<file path="config.mk">
export PLATFORM = sky130hd
export DESIGN_NAME = bnr_product
export DESIGN_NICKNAME = d
export VERILOG_FILES = /design/src/rtl/bnr_pkg.sv /design/src/rtl/bnr_product.sv
export SDC_FILE = /design/constraint.sdc
export NUM_CORES = 2
export LEC_CHECK = 0
export BUFFER_PORTS_ARGS = -buffer_cell sky130_fd_sc_hd__buf_2
export CORE_MARGIN = 1.5
export CORE_UTILIZATION = 55
export CTS_BUF_LIST = sky130_fd_sc_hd__clkbuf_16
export CTS_CLUSTER_DIAMETER = 60
export DETAILED_ROUTE_END_ITERATION = 10
export GPL_ROUTABILITY_DRIVEN = 0
export HOLD_SLACK_MARGIN = 0.1
export PLACE_DENSITY = 0.71
export SETUP_SLACK_MARGIN = 0.4
export SLEW_MARGIN = 20
export SYNTH_ARGS = -nofsm -noshare
export SYNTH_HDL_FRONTEND = slang
export SYNTH_SLANG_ARGS = --single-unit
</file>
<file path="constraint.sdc">
create_clock -name clock -period 26.6 [get_ports clock]
set_input_delay 5.32 -clock clock [delete_from_list [all_inputs] [get_ports clock]]
set_output_delay 5.32 -clock clock [all_outputs]
set_load 0.05 [all_outputs]
</file>
<file path="src/rtl/bnr_pkg.sv">
`timescale 1ns / 1ps
// ----------------------------------------------------------------------------
// bnr_pkg
// Shared widths, register indexes and types of the Bezier Newton step.
// ----------------------------------------------------------------------------
package bnr_pkg;

   localparam int CW     = 42;          // internal coordinate width
   localparam int UW     = 32;          // parameter width
   localparam int UFRAC  = 30;          // fraction bits of u
   localparam int SPLIT  = 21;          // partial product split point
   localparam int PW     = 88;          // dot product width
   localparam int MW     = PW - 1;      // magnitude width
   localparam int QW     = 41;          // quotient bits, cap is 2^(QW-1)
   localparam int NFRONT = 13;          // stages ahead of the divider
   localparam int IDXW   = 3;
   localparam int DATW   = 64;

   localparam logic [IDXW-1:0] CSR_CP0    = 3'd0;
   localparam logic [IDXW-1:0] CSR_CP1    = 3'd1;
   localparam logic [IDXW-1:0] CSR_CP2    = 3'd2;
   localparam logic [IDXW-1:0] CSR_CP3    = 3'd3;
   localparam logic [IDXW-1:0] CSR_DEGREE = 3'd4;

   localparam logic [1:0] DEG_QUAD  = 2'd2;
   localparam logic [1:0] DEG_CUBIC = 2'd3;

   typedef logic signed [CW-1:0] coord_type;
   // [set: curve, first diff, second diff][point][x, y]
   typedef coord_type cset_type [0:2][0:3][0:1];

   typedef struct packed {
      logic               vld;
      logic signed [31:0] u;
      logic signed [31:0] px;
      logic signed [31:0] py;
      logic               last;
   } side_type;

   typedef struct packed {
      logic               vld;
      logic signed [31:0] u;
      logic               last;
      logic               neg;
      logic               zero;
   } div_side_type;

endpackage

</file>
<file path="src/rtl/bnr_product.sv">
`timescale 1ns / 1ps
// ----------------------------------------------------------------------------
// bnr_product
// Signed coordinate product from four registered partial products.
// ----------------------------------------------------------------------------
module bnr_product (
   input  logic                          clock,
   input  logic                          en,
   input  bnr_pkg::coord_type            a,
   input  bnr_pkg::coord_type            b,
   output logic signed [bnr_pkg::PW-1:0] p
);

   localparam int HW = bnr_pkg::CW - bnr_pkg::SPLIT;
   localparam int LW = bnr_pkg::SPLIT + 1;

   logic signed [HW-1:0]      ah, bh;
   logic signed [LW-1:0]      al, bl;
   logic signed [2*HW-1:0]    hh_ff;
   logic signed [HW+LW-1:0]   hl_ff, lh_ff;
   logic signed [2*LW-1:0]    ll_ff;
   logic signed [bnr_pkg::PW-1:0] p_ff;

   assign ah = a[bnr_pkg::CW-1:bnr_pkg::SPLIT];
   assign bh = b[bnr_pkg::CW-1:bnr_pkg::SPLIT];
   assign al = $signed({1'b0, a[bnr_pkg::SPLIT-1:0]});
   assign bl = $signed({1'b0, b[bnr_pkg::SPLIT-1:0]});

   always_ff @(posedge clock) begin
      if (en) begin
         hh_ff <= ah * bh;
         hl_ff <= ah * bl;
         lh_ff <= al * bh;
         ll_ff <= al * bl;
      end
   end

   always_ff @(posedge clock) begin
      if (en) begin
         p_ff <= (bnr_pkg::PW'(hh_ff) <<< (2 * bnr_pkg::SPLIT))
               + ((bnr_pkg::PW'(hl_ff) + bnr_pkg::PW'(lh_ff)) <<< bnr_pkg::SPLIT)
               + bnr_pkg::PW'(ll_ff);
      end
   end

   assign p = p_ff;

endmodule

</file>
Word level (Yosys, flattened, before mapping)

Index checks and enable logic that the tools add are counted.

Flip-flop bits (word level): 258
Bits in latches: 0
Bits in writable memories: 0
ROM bits: 0
Input port bits: 86
Output and inout port bits: 88
Logic and storage cells: 12
Memories kept: 0

$add $sub $neg: 3
Multipliers: 4
Divide/modulo/power cells: 0
$lt $le $gt $ge: 0
Equal/unequal tests: 0
Shifts and indexed selects: 0
Mux-type cells: 0
Bitwise logic cells: 0
Reduce and logical (&&, ||, !) cells: 0

Operators by type and width:

| cell                         | count |
|---|---|
| adder 85 x 43 -> 86 bit      | 1 |
| adder 84 x 65 -> 85 bit      | 1 |
| multiplier 21 x 21 -> 42 bit | 2 |
| adder 43 x 43 -> 44 bit      | 1 |
| multiplier 21 x 22 -> 43 bit | 1 |
| multiplier 22 x 21 -> 43 bit | 1 |

Logic depth before layout (Yosys ltp)

Depth after elaboration: 3
Depth in mapped cells: 28
Gate-level depth less buffers: 26

Worst setup path before layout

Ideal clock, no wire load.

Path kind: input -> register
From: in a[27]
To: reg hl_ff[41], data pin
Library setup time: 180 ps
Data arrival time: 11989 ps
Data required time: 26420 ps
Setup slack: 14431 ps
Stages: 23
Buffers on the path: 1
Cell sequence: clkbuf_1 > nand2_1 > fa_1 > fa_1 > fa_1 > fa_1 > inv_1 > fa_1 > fa_1 > inv_1 > fa_1 > inv_1 > ha_1 > a21o_1 > a21o_1 > a21o_1 > a2111oi_4 > o21bai_2 > a221o_2 > a2111oi_4 > o311ai_1 > a2111o_1 > o311ai_1

Cells in the longest elaborated chain, start to end: 1

RTL lines:

| what                         | RTL line          | source |
|---|---|---|
| start, declared              | bnr_product.sv:9  | `input bnr_pkg::coord_type a,` |
| multiplier 21 x 22 -> 43 bit | bnr_product.sv:32 | `hl_ff <= ah * bl;` |
| end signal, assigned         | bnr_product.sv:32 |  |
| end, declared                | bnr_product.sv:20 | `logic signed [HW+LW-1:0] hl_ff, lh_ff;` |

Every way passes these cells.
A chain may end at the register's enable or synchronous reset.

Final worst setup path

From: in b[25]
To: reg hh_ff[41], data pin

Cells in the longest elaborated chain, start to end: 1

RTL lines:

| what                         | RTL line          | source |
|---|---|---|
| start, declared              | bnr_product.sv:10 | `input bnr_pkg::coord_type b,` |
| multiplier 21 x 21 -> 42 bit | bnr_product.sv:31 | `hh_ff <= ah * bh;` |
| end signal, assigned         | bnr_product.sv:31 |  |
| end, declared                | bnr_product.sv:19 | `logic signed [2*HW-1:0] hh_ff;` |

Every way passes these cells.

==> impl_metrics.csv <==
group,metric,value,unit
drt,routed_via_density,5.58,
die,rows,134,
placement,dpl.hpwl,146000,um
sta,tightest_slew,1.21,ns
finish,drive_gt1_share,4.42,%
synth,yosys_warnings,0,
global_route,antenna_found_initial,16,
die,die-width,370,um
die,die_y,370,um
global_route,grt_pass1_wl,312000,um
cts,post_cts_buffers,0,
synth,yosysTopAreaCellShare,41.6,%
cts,clockRootBuffer,"clkbuf_16",
sta,max_freq,77.0,MHz
die,initial_utilization,55.5,%
cts,cts_buffers,38,
drt,wl_per_cell,19.7,um
synth,synth_cells,7960,
worst_setup_path,path_class,"in -> reg",
finish,utilization,58.2,%
finish,fillers,11773,
worst_setup_path,worstPathRequired,26.92,ns
cts,cts_tree,"done",
drt,first_pass_iters,6,
sta,drv_slew,0,
cts,htree_levels,2,
synth,synth_seq_cells,256,
synth,synth_edf_count,256,
placement,placed_cells,9610,
finish,syn2layout_area_growth,4.89,%
synth,ys_types,76,
synth,post_synth.cell_area_avg,9.30,um^2
sta,slew_headroom,18.0,%
cts,cts_hold_buf,0,
drt,routed_wl,191000,um
finish,layout.nets,10228,
finish,final_cell_count_no_fill,9684,
drt,drcViolationCount,0,
sta,period_share,48.8,%
synth,synth_area,74000,um^2
sta,timing.hold.ws,0.417,ns
synth,synth_flop_cell,"edfxtp_1",
synth,synth_top_cell_by_area,"fa_1",
synth,synth_area_leaders,"fa_1 42%, ha_1 12%, edfxtp_1 10%",
drt,antenna_left,0,
worst_setup_path,critical_path.max_fanout,42,
hold_path,hold_path.class,"reg -> reg",
worst_setup_path,setup.worst_path.end_class,"flop",
global_route,grt_pass1_vias,58497,
drt,route.vias.total,54050,
sta,grt_setup_unrepaired,"false",
sta,skew,0.0313,ns
cts,post_cts_resized,0,
die,fp.coreArea,133000,um^2
sta,fin_crit,12.99,ns
drt,first_iter_violations,3793,
die,dieArea,137000,um^2
sta,setup_violations,0,
cts,clk-insertion-delay-late,0.61,ns
global_route,grt_max_degree,92,
run,maxCapViolations,0,
cts,cts.sinks,256,
die,pin_count,174,
worst_setup_path,cp.arrival,13.32,ns
cts,clockBufferDepth,3,
sta,fin_tns_setup,0,ns
synth,synth.net_count,10306,
placement,io_buffers,173,
cts,clk_pin_slew_worst_paths,0.06,ns
global_route,grt.total_usage,29.2,%
sta,hold_viol,0,
run_status,status,"completed",
synth,synth_seq_area_share,10.4,%
synth,synthArstFlopShare,0,%
worst_setup_path,start_kind,"primary input",
global_route,overflow,0,
==> through the flow <==
| step | setup slack, ns | instance area [um^2] |
|---|---|---|
| 2_1_floorplan | 14.43 | 74000 |
| 3_3_place_gp | 13.20 | 76300 |
| 3_5_place_dp | 13.10 | 76300 |
| 4_1_cts | 13.68 | 77600 |
| 5_1_grt | 13.19 | 77600 |
| 6_report | 13.61 | 77600 |
==> state kept, by name (all words and copies together) (netlist names) <==
register,flops
hh_ff,42
hl_ff,43
lh_ff,43
ll_ff,42
p,86
==> cell families (layout without fill, tap and decap cells) <==
| group | count (synthesis) | count (layout) | share of synthesized area (%) |
|---|---|---|---|
| muxes | 2 | 2 | 0.0287 |
| buffers and inverters | 2165 | 2116 | 11.0 |
| AOI/OAI and AO/OA | 745 | 745 | 6.62 |
| and+or+nand+nor | 2291 | 2291 | 15.3 |
| other | 0 | 5 | 0 |
| DFF | 256 | 256 | 10.4 |
| xor gates and xnor gates | 241 | 241 | 2.85 |
| adders and majority gates | 2260 | 2260 | 53.8 |
==> critical path, cell delays in order <==
cell	delay (ns)
buf_2	0.72
and2_1	0.26
fa_1	0.45
fa_1	0.52
inv_1	0.05
fa_1	0.48
inv_1	0.06
fa_1	0.49
inv_1	0.05
fa_1	0.53
inv_1	0.05
fa_1	0.47
inv_1	0.05
fa_1	0.47
inv_1	0.04
ha_1	0.32
and3_1	0.23
a221o_1	0.35
a2bb2oi_1	0.15
nand3_1	0.24
o21ai_0	0.61
o21ai_0	0.22
a31oi_1	0.48
o211ai_1	0.20
a2111oi_0	0.41
nor3b_1	0.09
==> cell type report <==
| cell class | count | area (um^2) | area share, % |
|---|---|---|---|
| flip-flops and latches | 256 | 7690 | 9.90 |
| multi-input cells | 5539 | 58200 | 75.0 |
| well taps | 1768 | 2210 | 2.85 |
| diodes | 5 | 12.5 | 0.0161 |
| clock buffers | 39 | 976 | 1.26 |
| inverters | 1793 | 6730 | 8.67 |
| clock inverters | 30 | 325 | 0.419 |
| repair buffers | 254 | 1480 | 1.91 |
==> cells in the mapped netlist (117+ instances only) <==
library cell     n
xnor2_1        181
o21ai_0        117
fa_1          1537
ha_1           723
edfxtp_1       256
and2_1         810
nor2_1         146
clkbuf_1       368
a21oi_1        232
nand2_1       1012
a21o_1         138
inv_1         1793
==> per-layer routing <==
layer,share of wire (%),global-route usage [%]
met1,41,38.9
met2,46,47.4
met3,8.2,4.68
met4,4.8,12.2
met5,0.051,0
==> cell usage in the layout (no fill, tap or decap), types with 10 or more instances in the layout <==
| master | instances |
|---|---|
| buf_2 | 172 |
| a31oi_1 | 16 |
| a21oi_1 | 232 |
| nor2b_1 | 37 |
| nand2b_1 | 65 |
| a211o_1 | 12 |
| edfxtp_1 | 256 |
| and3_1 | 25 |
| and2_1 | 810 |
| nand3_1 | 59 |
| o211ai_1 | 22 |
| or2_2 | 10 |
| xor2_1 | 60 |
| buf_4 | 81 |
| fa_1 | 1537 |
| a21o_1 | 138 |
| or3_1 | 13 |
| inv_1 | 1795 |
| nand4_1 | 31 |
| clkbuf_16 | 39 |
| o21a_1 | 38 |
| o21bai_1 | 35 |
| xnor2_1 | 181 |
| a211oi_1 | 28 |
| ha_1 | 723 |
| nor3_1 | 48 |
| nand2_1 | 1012 |
| o31ai_1 | 10 |
| nor2_1 | 146 |
| o21ai_0 | 117 |
==> path summary, 6_finish.rpt <==
path / slack (ns) / startpoint / cells past startpoint / endpoint
max: 13.61 / b[25] / 26 / hh_ff[41]$_DFFE_PP_
min: 0.42 / ll_ff[17]$_DFFE_PP_ / 0 / p[17]$_DFFE_PP_
max reg2reg: 19.17 / hl_ff[2]$_DFFE_PP_ / 21 / p[79]$_DFFE_PP_
min reg2reg: 0.42 / ll_ff[17]$_DFFE_PP_ / 0 / p[17]$_DFFE_PP_
Power is left out: the tool's default activity adds up to more than one toggle a clock period on the data nets, which glitch-free logic cannot reach.
