**src/rtl/bnr_pkg.sv**
```systemverilog
`timescale 1ns / 1ps
// ----------------------------------------------------------------------------
// bnr_pkg
// Shared widths, register indexes and types of the Bezier Newton step.
// ----------------------------------------------------------------------------
package bnr_pkg;

   localparam int CW     = 42;          // internal coordinate width
   localparam int UW     = 32;          // parameter width
   localparam int UFRAC  = 30;          // fraction bits of u
   localparam int SPLIT  = 21;          // partial product split point
   localparam int PW     = 88;          // dot product width
   localparam int MW     = PW - 1;      // magnitude width
   localparam int QW     = 41;          // quotient bits, cap is 2^(QW-1)
   localparam int NFRONT = 13;          // stages ahead of the divider
   localparam int IDXW   = 3;
   localparam int DATW   = 64;

   localparam logic [IDXW-1:0] CSR_CP0    = 3'd0;
   localparam logic [IDXW-1:0] CSR_CP1    = 3'd1;
   localparam logic [IDXW-1:0] CSR_CP2    = 3'd2;
   localparam logic [IDXW-1:0] CSR_CP3    = 3'd3;
   localparam logic [IDXW-1:0] CSR_DEGREE = 3'd4;

   localparam logic [1:0] DEG_QUAD  = 2'd2;
   localparam logic [1:0] DEG_CUBIC = 2'd3;

   typedef logic signed [CW-1:0] coord_type;
   // [set: curve, first diff, second diff][point][x, y]
   typedef coord_type cset_type [0:2][0:3][0:1];

   typedef struct packed {
      logic               vld;
      logic signed [31:0] u;
      logic signed [31:0] px;
      logic signed [31:0] py;
      logic               last;
   } side_type;

   typedef struct packed {
      logic               vld;
      logic signed [31:0] u;
      logic               last;
      logic               neg;
      logic               zero;
   } div_side_type;

endpackage

```
**src/rtl/bnr_lerp.sv**
```systemverilog
`timescale 1ns / 1ps
// ----------------------------------------------------------------------------
// bnr_lerp
// One de Casteljau step a + floor((b - a) * u / 2^30) over two stages.
// ----------------------------------------------------------------------------
module bnr_lerp (
   input  logic                      clock,
   input  logic                      en,
   input  logic signed [31:0]        u,
   input  bnr_pkg::coord_type        a,
   input  bnr_pkg::coord_type        b,
   input  logic                      bypass,
   output bnr_pkg::coord_type        y
);

   localparam int HW  = bnr_pkg::CW - bnr_pkg::SPLIT;
   localparam int PHW = HW + bnr_pkg::UW;
   localparam int PLW = bnr_pkg::SPLIT + 1 + bnr_pkg::UW;
   localparam int PRW = bnr_pkg::CW + bnr_pkg::UW;

   bnr_pkg::coord_type        diff;
   logic signed [HW-1:0]      hi;
   logic signed [bnr_pkg::SPLIT:0] lo;
   logic signed [PHW-1:0]     ph_ff;
   logic signed [PLW-1:0]     pl_ff;
   bnr_pkg::coord_type        a_ff;
   logic                      byp_ff;
   logic signed [PRW-1:0]     prod;
   logic signed [PRW-1:0]     sh;
   bnr_pkg::coord_type        y_ff;

   assign diff = b - a;
   assign hi   = diff[bnr_pkg::CW-1:bnr_pkg::SPLIT];
   assign lo   = $signed({1'b0, diff[bnr_pkg::SPLIT-1:0]});

   always_ff @(posedge clock) begin
      if (en) begin
         ph_ff  <= hi * u;
         pl_ff  <= lo * u;
         a_ff   <= a;
         byp_ff <= bypass;
      end
   end

   assign prod = (PRW'(ph_ff) <<< bnr_pkg::SPLIT) + PRW'(pl_ff);
   assign sh   = prod >>> bnr_pkg::UFRAC;

   always_ff @(posedge clock) begin
      if (en) begin
         y_ff <= byp_ff ? a_ff : $signed(a_ff + sh[bnr_pkg::CW-1:0]);
      end
   end

   assign y = y_ff;

endmodule

```
**config.mk**
```make
export PLATFORM = sky130hd
export DESIGN_NAME = bnr_lerp
export DESIGN_NICKNAME = d
export VERILOG_FILES = /design/src/rtl/bnr_pkg.sv /design/src/rtl/bnr_lerp.sv
export SDC_FILE = /design/constraint.sdc
export NUM_CORES = 2
export LEC_CHECK = 0
export ABC_AREA = 1
export ABC_CLOCK_PERIOD_IN_PS = 24700
export BUFFER_PORTS_ARGS = -buffer_cell sky130_fd_sc_hd__buf_2
export CORE_MARGIN = 2
export CORE_UTILIZATION = 30
export DETAILED_ROUTE_END_ITERATION = 6
export SYNTH_ARGS = -nofsm -noshare
export SYNTH_HDL_FRONTEND = slang
export SYNTH_SLANG_ARGS = --single-unit
```
**constraint.sdc**
```tcl
create_clock -name clock -period 24.7 [get_ports clock]
set_input_delay 7.41 -clock clock [delete_from_list [all_inputs] [get_ports clock]]
set_output_delay 7.41 -clock clock [all_outputs]
set_load 0.05 [all_outputs]
```
# After elaboration in Yosys (flattened, before gate mapping)
# Cells that the tools add are included.
# word_totals
out_inout_bits,42
word_cells,11
regBits,190
in_bits,119
# classes
n_addsub,3
n_mul,2
muxes,1
# ops
cell,n
adder 72 x 54 -> 72 bit,1
multiplier 22 x 32 -> 54 bit,1
multiplier 21 x 32 -> 51 bit,1
adder 42 bit,1
two-way mux 42 bit,1
subtractor 42 bit,1

# Logic depth before layout (Yosys ltp)
# depth
ltp_word,3
depth_mapped,49
mapped_depth_nobuf,48

# Worst setup path after synthesis
# No wires, ideal clock.
# synth_timing
kind,in2reg
startpoint,input b[0]
endpoint,register ph_ff[50] (data pin)
setup_slack_ns,9.594
path_buffers,1
required_time_ns,24.448
arrival_time_ns,14.854
stages,39
cell_sequence,inv_1 ha_1 inv_1 fa_1 nand3_1 nand2_1 nand2_1 nand2_2 inv_1 o21bai_2 nand3b_1 o211ai_1 or2_2 clkbuf_1 nand2_1 nor2_1 fa_1 fa_1 [... 3 more ...] inv_1 fa_1 fa_1 inv_1 fa_1 inv_1 ha_1 a21o_1 a21oi_1 o21ai_0 a21oi_1 nand2_1 a31oi_1 nand3_1 nand2_1 inv_1 nand3_1 nand2_1
# synth_via
elab_chain_cells,2
# synth_lines
element,line_no,text
"start, declared",bnr_lerp.sv:11,"input bnr_pkg::coord_type b,"
subtractor 42 bit,bnr_lerp.sv:32,assign diff = b - a;
multiplier 21 x 32 -> 51 bit,bnr_lerp.sv:38,ph_ff <= hi * u;
"end signal, assigned",bnr_lerp.sv:38,
"end, declared",bnr_lerp.sv:24,logic signed [PHW-1:0] ph_ff;
# Every way passes these cells.
# A chain may end at the register's enable or synchronous reset.

# Worst setup path in the final report
# layout_timing
startpoint,input b[0]
endpoint,register ph_ff[48] (data pin)
# Same word-level chain as after synthesis.

==> results.env <==
FIN_TNS_SETUP_NS=0
SLEW_HEADROOM_PCT=9.08
GRT_START_MAX_NET_PINS=68
COUNT_OF_SYNTHESIS_STAGE_WARNINGS_FROM_YOSYS=0
GLOBALPLACE.CONGESTION=0.951
CRITPATHARRIVALTIME_NS=17.40
ROOT_BUFFER_CELL='sky130_fd_sc_hd__clkbuf_16'
MAXCAPVIOLCOUNT=0
FP.COREAREA_UM2=200000
WORST_CLOCK_SKEW_NS=0.0273
HOLD_VIOL=0
SETUP-VIOLATIONS-FINAL=0
DIEWIDTH_UM=454
MAX_FREQ_GHz=0.0585
FIN_NETS=9356
FLOORPLAN.ROWS=164
SLEW_AT_THE_PIN_CLOSEST_TO_ITS_MAX_SLEW_LIMIT_NS=1.36
SYNTH_ENABLE_FLOP_CELLS=169
CTS.REPORTEDPATHS.CLKPINSLEW_NS=0.08
DRIVE_GT1_SHARE_PCT=5.03
GRT_SETUP_UNREPAIRED='no'
PERIOD_NEEDED_NS=17.11
DRT_PASS1_ITERATIONS=7
CP-END-KIND='flip-flop'
SYNTH_FP_NETS=9363
PATH_CLASS='in -> reg'
CRITPATHMOSTFREQUENTCELL='sky130_fd_sc_hd__inv_1'
DETAIL_ROUTE.WIRELENGTH_UM=213000
VIOLATIONS='DRC'
DRT_DRC_VIOLATIONS_LEFT=8
CRITICAL_PATH_PEAK_FANOUT=23
WORSTSKEWPAIRLATENCY_NS=0.50
SYNTH_CELLS=7526
GR-TOTAL-OVERFLOW=0
POSTCTSHOLDBUFS=0
LAYOUT-AREA-OVERHEAD-VS-SYNTH_PCT=6.90
FIN_UTIL_PCT=32.4
CTS.HTREE.LEVELS=4
PORTBUFFERS=160
GRT_PASS1_WL_UM=323000
CLOCKBUFFERDEPTH=2
IO-PIN-COUNT=161
POST-CTS-SETUP-BUFFER-COUNT=0
YS_TYPES=55
RUN_STATUS='finished with violations'
SYNTH-ASYNC-RESET-RATIO_PCT=0
AVGVIACOUNTPERCELL=4.86
DIEAREA_UM2=206000
YS_SEQ_ELEMENTS=169
CRITICAL_PATH.MAX_STAGE_DELAY_NS=0.79
NUMCTSBUFFERS=17
POSTROUTEANTENNANETS=0
INITIALDRTVIOLATIONCOUNT=3802
MIN-DELAY-PATH-CLASS='reg -> reg'
DR_TOTAL_VIAS=49551
SYNTH_FLOP_CELL='sky130_fd_sc_hd__edfxtp_1'
CHIPHEIGHT_UM=454
DETAIL_ROUTE.WL_PER_CELL_UM=20.9
PERIOD_SHARE_PCT=69.3
SYN_AVG_CELL_AREA_UM2=8.05
PLACE.DETAILED.HPWL_UM=177000
SYNTH_SEQ_AREA_SHARE_PCT=8.37
SYN-CELL-AREA_UM2=60600
REPORT.FINAL.SLEW_VIOL_COUNT=0
ANTENNA_FOUND_INITIAL=8
GLOBALROUTETOTALUTIL_PCT=20.8
CRIT_PATH_START_KIND='input pin'
ENDPOINT_REQUIRED_TIME_ON_THE_CRITICAL_PATH_NS=24.99
POST_CTS_RESIZE_COUNT=0
CTS.SINKS=169
TRITONCTS='built'
FIRST_GLOBAL_VIAS=52365
INITIAL_CORE_UTIL_PCT=30.3
CRIT_PATH_SLOWEST_CELL='sky130_fd_sc_hd__nand2_1'
path summary, 6_finish.rpt:
kind              from        end  slack, ns  cells after the start
max reg2reg  pl_ff[53]      y[41]      18.63                     22
max               b[0]  ph_ff[48]       7.59                     41
min           a_ff[41]      y[41]       0.56                      2
min reg2reg   a_ff[41]      y[41]       0.56                      2
kinds of logic after synthesis:
family / after synthesis / share of synthesized area, %
buf+inv: 2272 / 14.3
simple gates: 2572 / 17.2
flops: 169 / 8.37
compound gates: 643 / 6.06
fa+ha+maj: 1718 / 51.8
xor+xnor: 152 / 2.20
per-stage QoR:
stage | cell area (µm²) | cells | hold WS (ns) | worst slack [ns]
2_1_floorplan | 60600 | 7526 | 0.503 | 9.59
3_3_place_gp | 64200 | 10156 | 0.525 | 7.36
3_5_place_dp | 64200 | 10156 | 0.523 | 7.25
4_1_cts | 64800 | 10188 | 0.556 | 7.77
5_1_grt | 64800 | 10189 | 0.605 | 7.24
6_report | 64800 | 10191 | 0.556 | 7.59
layer usage:
layer	up-vias	global-route usage, %	part of all wire [%]
met1	25206	27.7	42
met5	-	0	0.020
li1	22119	-	-
met3	301	2.59	6.6
met4	8	8.27	4.6
met2	1917	34.3	47
synthesized netlist by cell type, types with 7 or more instances:
cell type	instances	area [µm²]
sky130_fd_sc_hd__a21oi_1	297	1490
sky130_fd_sc_hd__buf_1	12	45.0
sky130_fd_sc_hd__buf_2	57	285
sky130_fd_sc_hd__xnor2_1	58	508
sky130_fd_sc_hd__fa_1	1321	26400
sky130_fd_sc_hd__buf_6	8	90.1
sky130_fd_sc_hd__clkbuf_1	180	676
sky130_fd_sc_hd__edfxtp_1	169	5070
sky130_fd_sc_hd__a21boi_0	10	75.1
sky130_fd_sc_hd__clkinv_1	8	30.0
sky130_fd_sc_hd__a31oi_1	38	238
sky130_fd_sc_hd__nand2_1	1499	5630
sky130_fd_sc_hd__o31ai_1	7	52.6
sky130_fd_sc_hd__o21ai_0	163	816
sky130_fd_sc_hd__inv_1	1983	7440
sky130_fd_sc_hd__ha_1	397	4970
sky130_fd_sc_hd__nor4_1	16	100
sky130_fd_sc_hd__inv_2	16	60.1
sky130_fd_sc_hd__or2_2	43	269
sky130_fd_sc_hd__o21a_1	16	120
sky130_fd_sc_hd__nand2_2	29	181
sky130_fd_sc_hd__o211ai_1	10	75.1
sky130_fd_sc_hd__o21ai_1	7	35.0
sky130_fd_sc_hd__o21bai_1	34	255
sky130_fd_sc_hd__nor2_1	617	2320
sky130_fd_sc_hd__a21o_1	32	240
sky130_fd_sc_hd__xor2_1	94	823
sky130_fd_sc_hd__nor3_1	25	125
sky130_fd_sc_hd__nand3_1	297	1490
sky130_fd_sc_hd__nand4_1	21	131
critical path: cells and delay by family:
kind	cells	cell delay, ns
and+or+nand+nor	13	2.71
buffers and inverters	9	0.72
AOI/OAI and AO/OA	8	2.34
adders and majority gates	10	3.91
xor gates and xnor gates	1	0.29
cell type report:
| cell class | count | area, µm² |
|---|---|---|
| fillers | 21362 | 135000 |
| multi-input cells | 5085 | 46900 |
| inverters | 2008 | 7540 |
| flip-flops and latches | 169 | 5070 |
| well taps | 2656 | 3320 |
| repair buffers | 238 | 1390 |
| clock buffers | 17 | 425 |
| clock inverters | 15 | 175 |
| diodes | 3 | 7.51 |
registers in the layout, summed over array words and instances, names as in the netlist:
name and flops:
ph_ff 51, pl_ff 33, byp_ff 1, y 42, a_ff 42
placed cells by master, fill, tap and decap left out, types with 25 or more instances in the layout:
master / n
sky130_fd_sc_hd__nand2_1: 1499
sky130_fd_sc_hd__a21o_1: 32
sky130_fd_sc_hd__edfxtp_1: 169
sky130_fd_sc_hd__inv_1: 1983
sky130_fd_sc_hd__buf_2: 159
sky130_fd_sc_hd__a31oi_1: 38
sky130_fd_sc_hd__o21bai_1: 34
sky130_fd_sc_hd__nand2_2: 29
sky130_fd_sc_hd__xor2_1: 94
sky130_fd_sc_hd__xnor2_1: 57
sky130_fd_sc_hd__o21ai_0: 163
sky130_fd_sc_hd__ha_1: 397
sky130_fd_sc_hd__buf_4: 78
sky130_fd_sc_hd__or2_2: 43
sky130_fd_sc_hd__nand3_1: 297
sky130_fd_sc_hd__nor3_1: 25
sky130_fd_sc_hd__a21oi_1: 297
sky130_fd_sc_hd__fa_1: 1321
sky130_fd_sc_hd__nor2_1: 617
Power is not shown: default switching activity piles up to over one toggle a cycle in this logic, so the estimate is an artifact.
