[src/rtl/bnr_pkg.sv]
`timescale 1ns / 1ps
// ----------------------------------------------------------------------------
// bnr_pkg
// Shared widths, register indexes and types of the Bezier Newton step.
// ----------------------------------------------------------------------------
package bnr_pkg;

   localparam int CW     = 42;          // internal coordinate width
   localparam int UW     = 32;          // parameter width
   localparam int UFRAC  = 30;          // fraction bits of u
   localparam int SPLIT  = 21;          // partial product split point
   localparam int PW     = 88;          // dot product width
   localparam int MW     = PW - 1;      // magnitude width
   localparam int QW     = 41;          // quotient bits, cap is 2^(QW-1)
   localparam int NFRONT = 13;          // stages ahead of the divider
   localparam int IDXW   = 3;
   localparam int DATW   = 64;

   localparam logic [IDXW-1:0] CSR_CP0    = 3'd0;
   localparam logic [IDXW-1:0] CSR_CP1    = 3'd1;
   localparam logic [IDXW-1:0] CSR_CP2    = 3'd2;
   localparam logic [IDXW-1:0] CSR_CP3    = 3'd3;
   localparam logic [IDXW-1:0] CSR_DEGREE = 3'd4;

   localparam logic [1:0] DEG_QUAD  = 2'd2;
   localparam logic [1:0] DEG_CUBIC = 2'd3;

   typedef logic signed [CW-1:0] coord_type;
   // [set: curve, first diff, second diff][point][x, y]
   typedef coord_type cset_type [0:2][0:3][0:1];

   typedef struct packed {
      logic               vld;
      logic signed [31:0] u;
      logic signed [31:0] px;
      logic signed [31:0] py;
      logic               last;
   } side_type;

   typedef struct packed {
      logic               vld;
      logic signed [31:0] u;
      logic               last;
      logic               neg;
      logic               zero;
   } div_side_type;

endpackage

[src/rtl/bnr_if.sv]


interface bnr_csr_if;
   logic        valid;
   logic        ready;
   logic [2:0]  index;
   logic [63:0] data;
   modport source (output valid, index, data, input ready);
   modport sink   (input valid, index, data, output ready);
endinterface

[src/rtl/bnr_csr.sv]
`timescale 1ns / 1ps
// ----------------------------------------------------------------------------
// bnr_csr
// Control point registers, degree, and the registered start polygons.
// ----------------------------------------------------------------------------
module bnr_csr (
   input  logic               clock,
   input  logic               reset,
   bnr_csr_if.sink            csr_bus,
   output bnr_pkg::cset_type  start,
   output logic               cubic
);

   logic [bnr_pkg::DATW-1:0] cp_ff [0:3];
   logic [1:0]               degree_ff;
   bnr_pkg::coord_type       pt    [0:3][0:1];
   bnr_pkg::coord_type       d1    [0:2][0:1];
   bnr_pkg::coord_type       d2    [0:1][0:1];
   bnr_pkg::coord_type       df1   [0:2][0:1];
   bnr_pkg::coord_type       df2   [0:1][0:1];
   bnr_pkg::cset_type        start_ff;

   assign csr_bus.ready = 1'b1;
   assign cubic         = (degree_ff != bnr_pkg::DEG_QUAD);
   assign start         = start_ff;

   always_ff @(posedge clock) begin
      if (reset) begin
         for (int i = 0; i < 4; i++) cp_ff[i] <= '0;
         degree_ff <= bnr_pkg::DEG_CUBIC;
      end else if (csr_bus.valid) begin
         case (csr_bus.index)
            bnr_pkg::CSR_CP0:    cp_ff[0]  <= csr_bus.data;
            bnr_pkg::CSR_CP1:    cp_ff[1]  <= csr_bus.data;
            bnr_pkg::CSR_CP2:    cp_ff[2]  <= csr_bus.data;
            bnr_pkg::CSR_CP3:    cp_ff[3]  <= csr_bus.data;
            bnr_pkg::CSR_DEGREE: degree_ff <= csr_bus.data[1:0];
            default: ;
         endcase
      end
   end

   always_comb begin
      for (int i = 0; i < 4; i++) begin
         pt[i][0] = bnr_pkg::CW'($signed(cp_ff[i][63:32]));
         pt[i][1] = bnr_pkg::CW'($signed(cp_ff[i][31:0]));
      end
      for (int i = 0; i < 3; i++) begin
         for (int c = 0; c < 2; c++) begin
            df1[i][c] = pt[i+1][c] - pt[i][c];
            d1[i][c]  = cubic ? (df1[i][c] <<< 1) + df1[i][c] : (df1[i][c] <<< 1);
         end
      end
      for (int i = 0; i < 2; i++) begin
         for (int c = 0; c < 2; c++) begin
            df2[i][c] = d1[i+1][c] - d1[i][c];
            d2[i][c]  = cubic ? (df2[i][c] <<< 1) : df2[i][c];
         end
      end
   end

   always_ff @(posedge clock) begin
      for (int c = 0; c < 2; c++) begin
         for (int i = 0; i < 4; i++) start_ff[0][i][c] <= pt[i][c];
         for (int i = 0; i < 3; i++) start_ff[1][i][c] <= d1[i][c];
         start_ff[1][3][c] <= '0;
         for (int i = 0; i < 2; i++) start_ff[2][i][c] <= d2[i][c];
         start_ff[2][2][c] <= '0;
         start_ff[2][3][c] <= '0;
      end
   end

endmodule

[src/flat_wrapper.sv]
// flat-port wrapper written by rule: the top's interface ports become plain ports
module bnr_csr_flat 
  (clock, reset, start, cubic, csr_bus_valid, csr_bus_index, csr_bus_data, csr_bus_ready);
  bnr_csr_if csr_bus_i ();
  input  logic clock;
  input  logic reset;
  output bnr_pkg::cset_type start;
  output logic cubic;
  input wire logic [$bits(csr_bus_i.valid)-1:0] csr_bus_valid;
  input wire logic [$bits(csr_bus_i.index)-1:0] csr_bus_index;
  input wire logic [$bits(csr_bus_i.data)-1:0] csr_bus_data;
  output wire logic [$bits(csr_bus_i.ready)-1:0] csr_bus_ready;
  assign csr_bus_i.valid = csr_bus_valid;
  assign csr_bus_i.index = csr_bus_index;
  assign csr_bus_i.data = csr_bus_data;
  assign csr_bus_ready = csr_bus_i.ready;
  bnr_csr u_core (.clock(clock), .reset(reset), .csr_bus(csr_bus_i), .start(start), .cubic(cubic));
endmodule
[config.mk]
export PLATFORM = sky130hd
export DESIGN_NAME = bnr_csr_flat
export DESIGN_NICKNAME = d
export VERILOG_FILES = /design/src/rtl/bnr_pkg.sv /design/src/rtl/bnr_if.sv /design/src/rtl/bnr_csr.sv /design/src/flat_wrapper.sv
export SDC_FILE = /design/constraint.sdc
export NUM_CORES = 2
export LEC_CHECK = 0
export BUFFER_PORTS_ARGS = -buffer_cell sky130_fd_sc_hd__buf_4
export CAP_MARGIN = 10
export CORE_MARGIN = 4
export CORE_UTILIZATION = 25
export DETAILED_ROUTE_END_ITERATION = 16
export HOLD_SLACK_MARGIN = 0.15
export PLACE_DENSITY_LB_ADDON = 0.15
export SETUP_SLACK_MARGIN = 0.4
export SYNTH_ARGS = -nofsm -noshare
export SYNTH_HDL_FRONTEND = slang
export SYNTH_SLANG_ARGS = --single-unit
[constraint.sdc]
create_clock -name clock -period 13.8 [get_ports clock]
set_clock_uncertainty 0.05 [all_clocks]
set_input_delay 2.07 -clock clock [delete_from_list [all_inputs] [get_ports clock]]
set_output_delay 2.07 -clock clock [all_outputs]
set_load 0.01 [all_outputs]
### Word level (Yosys, flattened, before mapping)

Memory sizes are Yosys's and may differ from the RTL's.
Cells that the tools add are included.

| storage, ports and cells | value |
|---|---|
| output and inout port bits | 1,010 |
| input bits | 70 |
| bits in latches | 0 |
| flip-flop bits (word level) | 678 |
| RAM bits | 256 |
| memories kept | 1 |
| memory bits (read-only) | 0 |

Memory list:

| name | depth | width | rd ports | clocked after Yosys merged registers in | wr ports | RTL line | RTL |
|---|---|---|---|---|---|---|---|
| u_core.cp_ff | 4 | 64 | 4 | 0 | 4 | bnr_csr.sv:14 | `logic [bnr_pkg::DATW-1:0] cp_ff [0:3];` |

| cells by class | value |
|---|---|
| multipliers | 0 |
| muxes and demuxes | 32 |
| add/subtract/negate cells | 16 |
| shift-type cells | 0 |
| bitwise operators | 4 |
| $lt $le $gt $ge | 0 |
| eq/ne operators | 5 |
| div/mod/pow operators | 0 |
| reduce and logical (&&, ||, !) cells | 2 |

Operator list:

| kind | number |
|---|---|
| $mux 42 | 10 |
| $mux 64 | 4 |
| $add 42x42->42 | 6 |
| $sub 32x32->33 | 6 |
| $sub 42x42->42 | 4 |
| $mux 1 | 18 |
| $eq 3x2->1 const B | 2 |
| $or 1x1->1 | 4 |
| $eq 3x1->1 const B | 1 |
| $eq 3x3->1 const B | 1 |
| $logic_not 3->1 | 1 |
| $ne 2x2->1 const B | 1 |
| $reduce_and 2->1 | 1 |

### Logic depth before layout (Yosys ltp)

| logic depth | value |
|---|---|
| depth in word-level cells | 6 |
| gate-level depth with buffers | 42 |

### Least setup slack after synthesis

No wires, ideal clock.

| timing | value |
|---|---|
| path kind | register to register |
| from | register u_core.degree_ff[1] |
| to | register u_core.start_ff, in the netlist u_core.start[202] |
| data arrival time | 8.234 ns |
| stages on the path, launching flop included | 37 |
| required time | 13.629 ns |
| clock period less this slack | 8.404 ns |
| path buffers | 12 |
| path slack | 5.396 ns |
| setup time | 0.121 ns |
| cell sequence | dfxtp_1 nor2b_1 clkbuf_1 clkbuf_1 clkbuf_1 buf_1 clkbuf_1 clkbuf_1 clkbuf_1 buf_1 clkbuf_1 clkbuf_1 clkbuf_1 buf_1 nand2_1 nand2_1 ha_1 nor2b_1 o21ai_0 a21boi_0 o21ai_0 a21oi_1 o21ai_0 a21oi_1 o41ai_1 o311ai_0 a21oi_1 nor2b_1 nor2_1 maj3_1 o311ai_0 maj3_1 maj3_1 a311oi_1 o21ai_1 xor2_1 mux2_2 |

RTL lines:

| element | RTL line | RTL |
|---|---|---|
| start: declaration | bnr_csr.sv:15 | `logic [1:0] degree_ff;` |
| start signal: assignment | bnr_csr.sv:30 | `degree_ff <= bnr_pkg::DEG_CUBIC;` |
| start signal: assignment | bnr_csr.sv:37 | `bnr_pkg::CSR_DEGREE: degree_ff <= csr_bus.data[1:0];` |
| end signal: indexed assignment | bnr_csr.sv:66 | `start_ff[1][3][c] <= '0;` |
| end signal: indexed assignment | bnr_csr.sv:68 | `start_ff[2][2][c] <= '0;` |
| end signal: indexed assignment | bnr_csr.sv:69 | `start_ff[2][3][c] <= '0;` |
| end: declaration | bnr_csr.sv:21 | `bnr_pkg::cset_type start_ff;` |

==> results.md <==
- CP top delay family: simple AND/OR/NAND/NOR gates
- Setup slack after layout: 4530 ps
- Largest net degree at the start of global routing: 118
- Pre-CTS WS: 4570 ps
- Area growth syn-to-layout: 20.9%
- Total Neg Setup Slack: 0 ps
- Placed Area: 63,500 µm²
- Reg2Reg Capture Point: u_core.start[330]$_DFF_P_
- Ys flop type: dfxtp_1
- Post-route cell area: 67,300 µm²
- Die Y: 480 µm
- Worst hold endpoint: u_core.start[949]$_DFF_P_
- CP required: 14,340 ps
- Die width: 480 µm
- Wire length per cell: 21.7 µm
- Post-layout min period: 9270 ps
- Mapped Area: 55,700 µm²
- CTS resizes: 0
- Number of CTS-inserted buffers: 108
- Worst R2R Path Depth: 35
- Crit Path Class: flop to flop
- First-pass GRT wire length: 310,000 µm
- Fmax: 108 MHz
- Final ANT Viol Nets: 0
- Clock slew at reported path FFs: 60 ps
- Pwr Density: 314 nW/µm²
- Slowest cell on the critical path: or4_1
- Number of synthesized flops with an enable pin: 256
- CP arrival: 9810 ps
- Grt ovf: 0
- Final nets: 7,536
- Number of primary I/O pins: 1,080
- Fin cells: 10,047
- Register area: 20,400 µm²
- Routed wire length: 218,000 µm
- Core ar.: 222,000 µm²
- Max Cap Viol: 0
- Total setup buffers inserted after CTS: 0
- Status: finished clean
- Die ar.: 230,000 µm²
- Async SR Flop Fraction: 0%
- Max-slew violation count: 0
- Maximum fanout along the worst path: 8
- Area of the multi-input gates: 31,000 µm²
- Post-Place Cells: 9,837
- Final period utilization: 67.2%
- Post-DR vias/cell: 4.59
- Cell Rows: 173
- Routability cong.: 0.882
- Antenna violations before repair: 14
- Post-Syn Area per Cell: 8.89 µm²
- Synth warn: 0
- Hold Worst Slack: 267 ps
- Unrepaired setup endpoints after global routing: false
- Peak supply drop: 0.160 mV
- Crit path capture type: flop
- DRC: 0
- DP HPWL: 177,000 µm
- Hold Crit Class: flop to flop
- Clock sink total: 892
- HP Start: u_core.cp_ff[0][25]$_SDFFCE_PN0P_
- Fill cells: 23,316
- Sequential area share after synthesis: 36.7%
- Global Route Usage Sum: 18.0%
- Hold Buf Count CTS: 0
- Post-layout util: 30.3%
- Clock root cell: clkbuf_16
- TritonCTS clock tree: built
- Reg2reg setup slack: 4530 ps
- Overall power: 21.1 mW
- Synth Register Bits: 892
- Slew HR: 29.2%
- DR iter-0 viols: 2,475
- Skew-Pair Late Insertion Delay: 800 ps
- Fin. Hold Viols: 0
- Pleak: 30.9 nW
- Min-Delay Path Depth: 0
- Layout cells sized above 1: 16.8%
- # setup viols final: 0
- Synth cell types: 125
- CP Launch Type: flop
- Initial Util: 25.1%
- R2R Path Start: u_core.cp_ff[0][32]$_SDFFCE_PN0P_
- Cell count after synthesis: 6,268
- Buffers on Ports: 826
- H-tree depth: 3
- WP buf/inv: 1
- Max stage delay on crit path: 610 ps
- Vias in the first global route: 45,758
- CTS Buffer Depth: 3
- Worst slew pin tran: 1060 ps
- Drt first pass iters: 5
- Vias: 46,093
## power breakdown
group	total [mW]	internal, mW	switching (mW)
registers	4.06	3.56	0.508
clock network	3.00	1.73	1.27
logic	14.1	5.64	8.42
total	21.1	10.9	10.2
## cells in the final DEF (no fill, tap or decap), drive strengths merged, types with 17 or more instances in the layout
cell type,instances
a21boi,34
conb,253
dfxtp,636
o21ai,338
o211ai,40
nand2b,70
nor2b,64
clkbuf,150
nor2,429
ha,478
nor3,100
nor3b,18
a21oi,400
a211oi,60
o21bai,54
a211o,26
buf,858
a31o,20
nor4,17
mux2i,42
or2,33
and2,298
a21o,175
nand3,110
o21a,80
o31ai,36
clkinv,25
inv,511
nand4,31
xor2,124
nand3b,19
o2111ai,21
or3,41
xnor2,278
and3,40
edfxtp,256
a31oi,47
nand2,551
## cell type report
cell class / instances / area share, %
tap: 2975 / 5.53
inverter: 500 / 2.81
timing repair buffer: 858 / 9.61
multi-input combinational: 4612 / 46.1
antenna: 7 / 0.0260
clock buffer: 150 / 4.68
sequential: 892 / 30.3
clock inverter: 53 / 0.913
## synthesized netlist by cell type, drive strengths merged (80+ instances only)
library cell | count | share of area, %
inv | 500 | 3.4
nand2 | 551 | 3.7
clkbuf | 104 | 0.70
nor2 | 429 | 2.9
nand3 | 110 | 1.0
a21o | 175 | 2.4
xor2 | 124 | 1.9
o21ai | 338 | 3.1
edfxtp | 256 | 14
ha | 478 | 11
a21oi | 400 | 3.6
xnor2 | 278 | 4.4
o21a | 80 | 1.1
and2 | 298 | 3.3
buf | 411 | 5.3
dfxtp | 636 | 23
nor3 | 100 | 0.95
## registers in the layout, indices dropped and copies added (netlist names)
signal	cells
u_core.cp_ff	256
u_core.degree_ff	2
u_core.start	634
## layer usage
layer	GRT usage (%)	part of all wire (%)	vias up
met3	2.43	4.4	208
met4	5.53	2.9	0
met1	22.7	44	22057
met5	0	0	-
met2	31.9	49	1107
li1	-	-	22721
## worst max path at each step
stage	slack, ps	cells past startpoint	end	startpoint
after floorplan	5400	36	u_core.start[202]$_DFF_P_	u_core.degree_ff[1]$_SDFFE_PP1P_
after global placement	4610	35	u_core.start[334]$_DFF_P_	u_core.cp_ff[0][32]$_SDFFCE_PN0P_
after detailed placement	4570	36	u_core.start[202]$_DFF_P_	u_core.cp_ff[0][129]$_SDFFCE_PN0P_
after CTS	4510	36	u_core.start[202]$_DFF_P_	u_core.cp_ff[0][129]$_SDFFCE_PN0P_
after global routing	3790	36	u_core.start[202]$_DFF_P_	u_core.cp_ff[0][129]$_SDFFCE_PN0P_
final	4530	35	u_core.start[330]$_DFF_P_	u_core.cp_ff[0][32]$_SDFFCE_PN0P_
## cells by family (layout without fill, tap and decap cells)
group	after synthesis	after routing	synth area share (%)
AO/OA/AOI/OAI	1529	1529	18.4
buffers and inverters	1015	1561	9.41
AND/OR/NAND/NOR	1861	1861	16.4
multiplexers	57	57	1.08
flip-flops	892	892	36.7
adder cells (fa/ha/maj)	509	509	11.6
other	2	260	0.0135
XOR/XNOR	403	403	6.40
(Power assumes the default switching activity.)
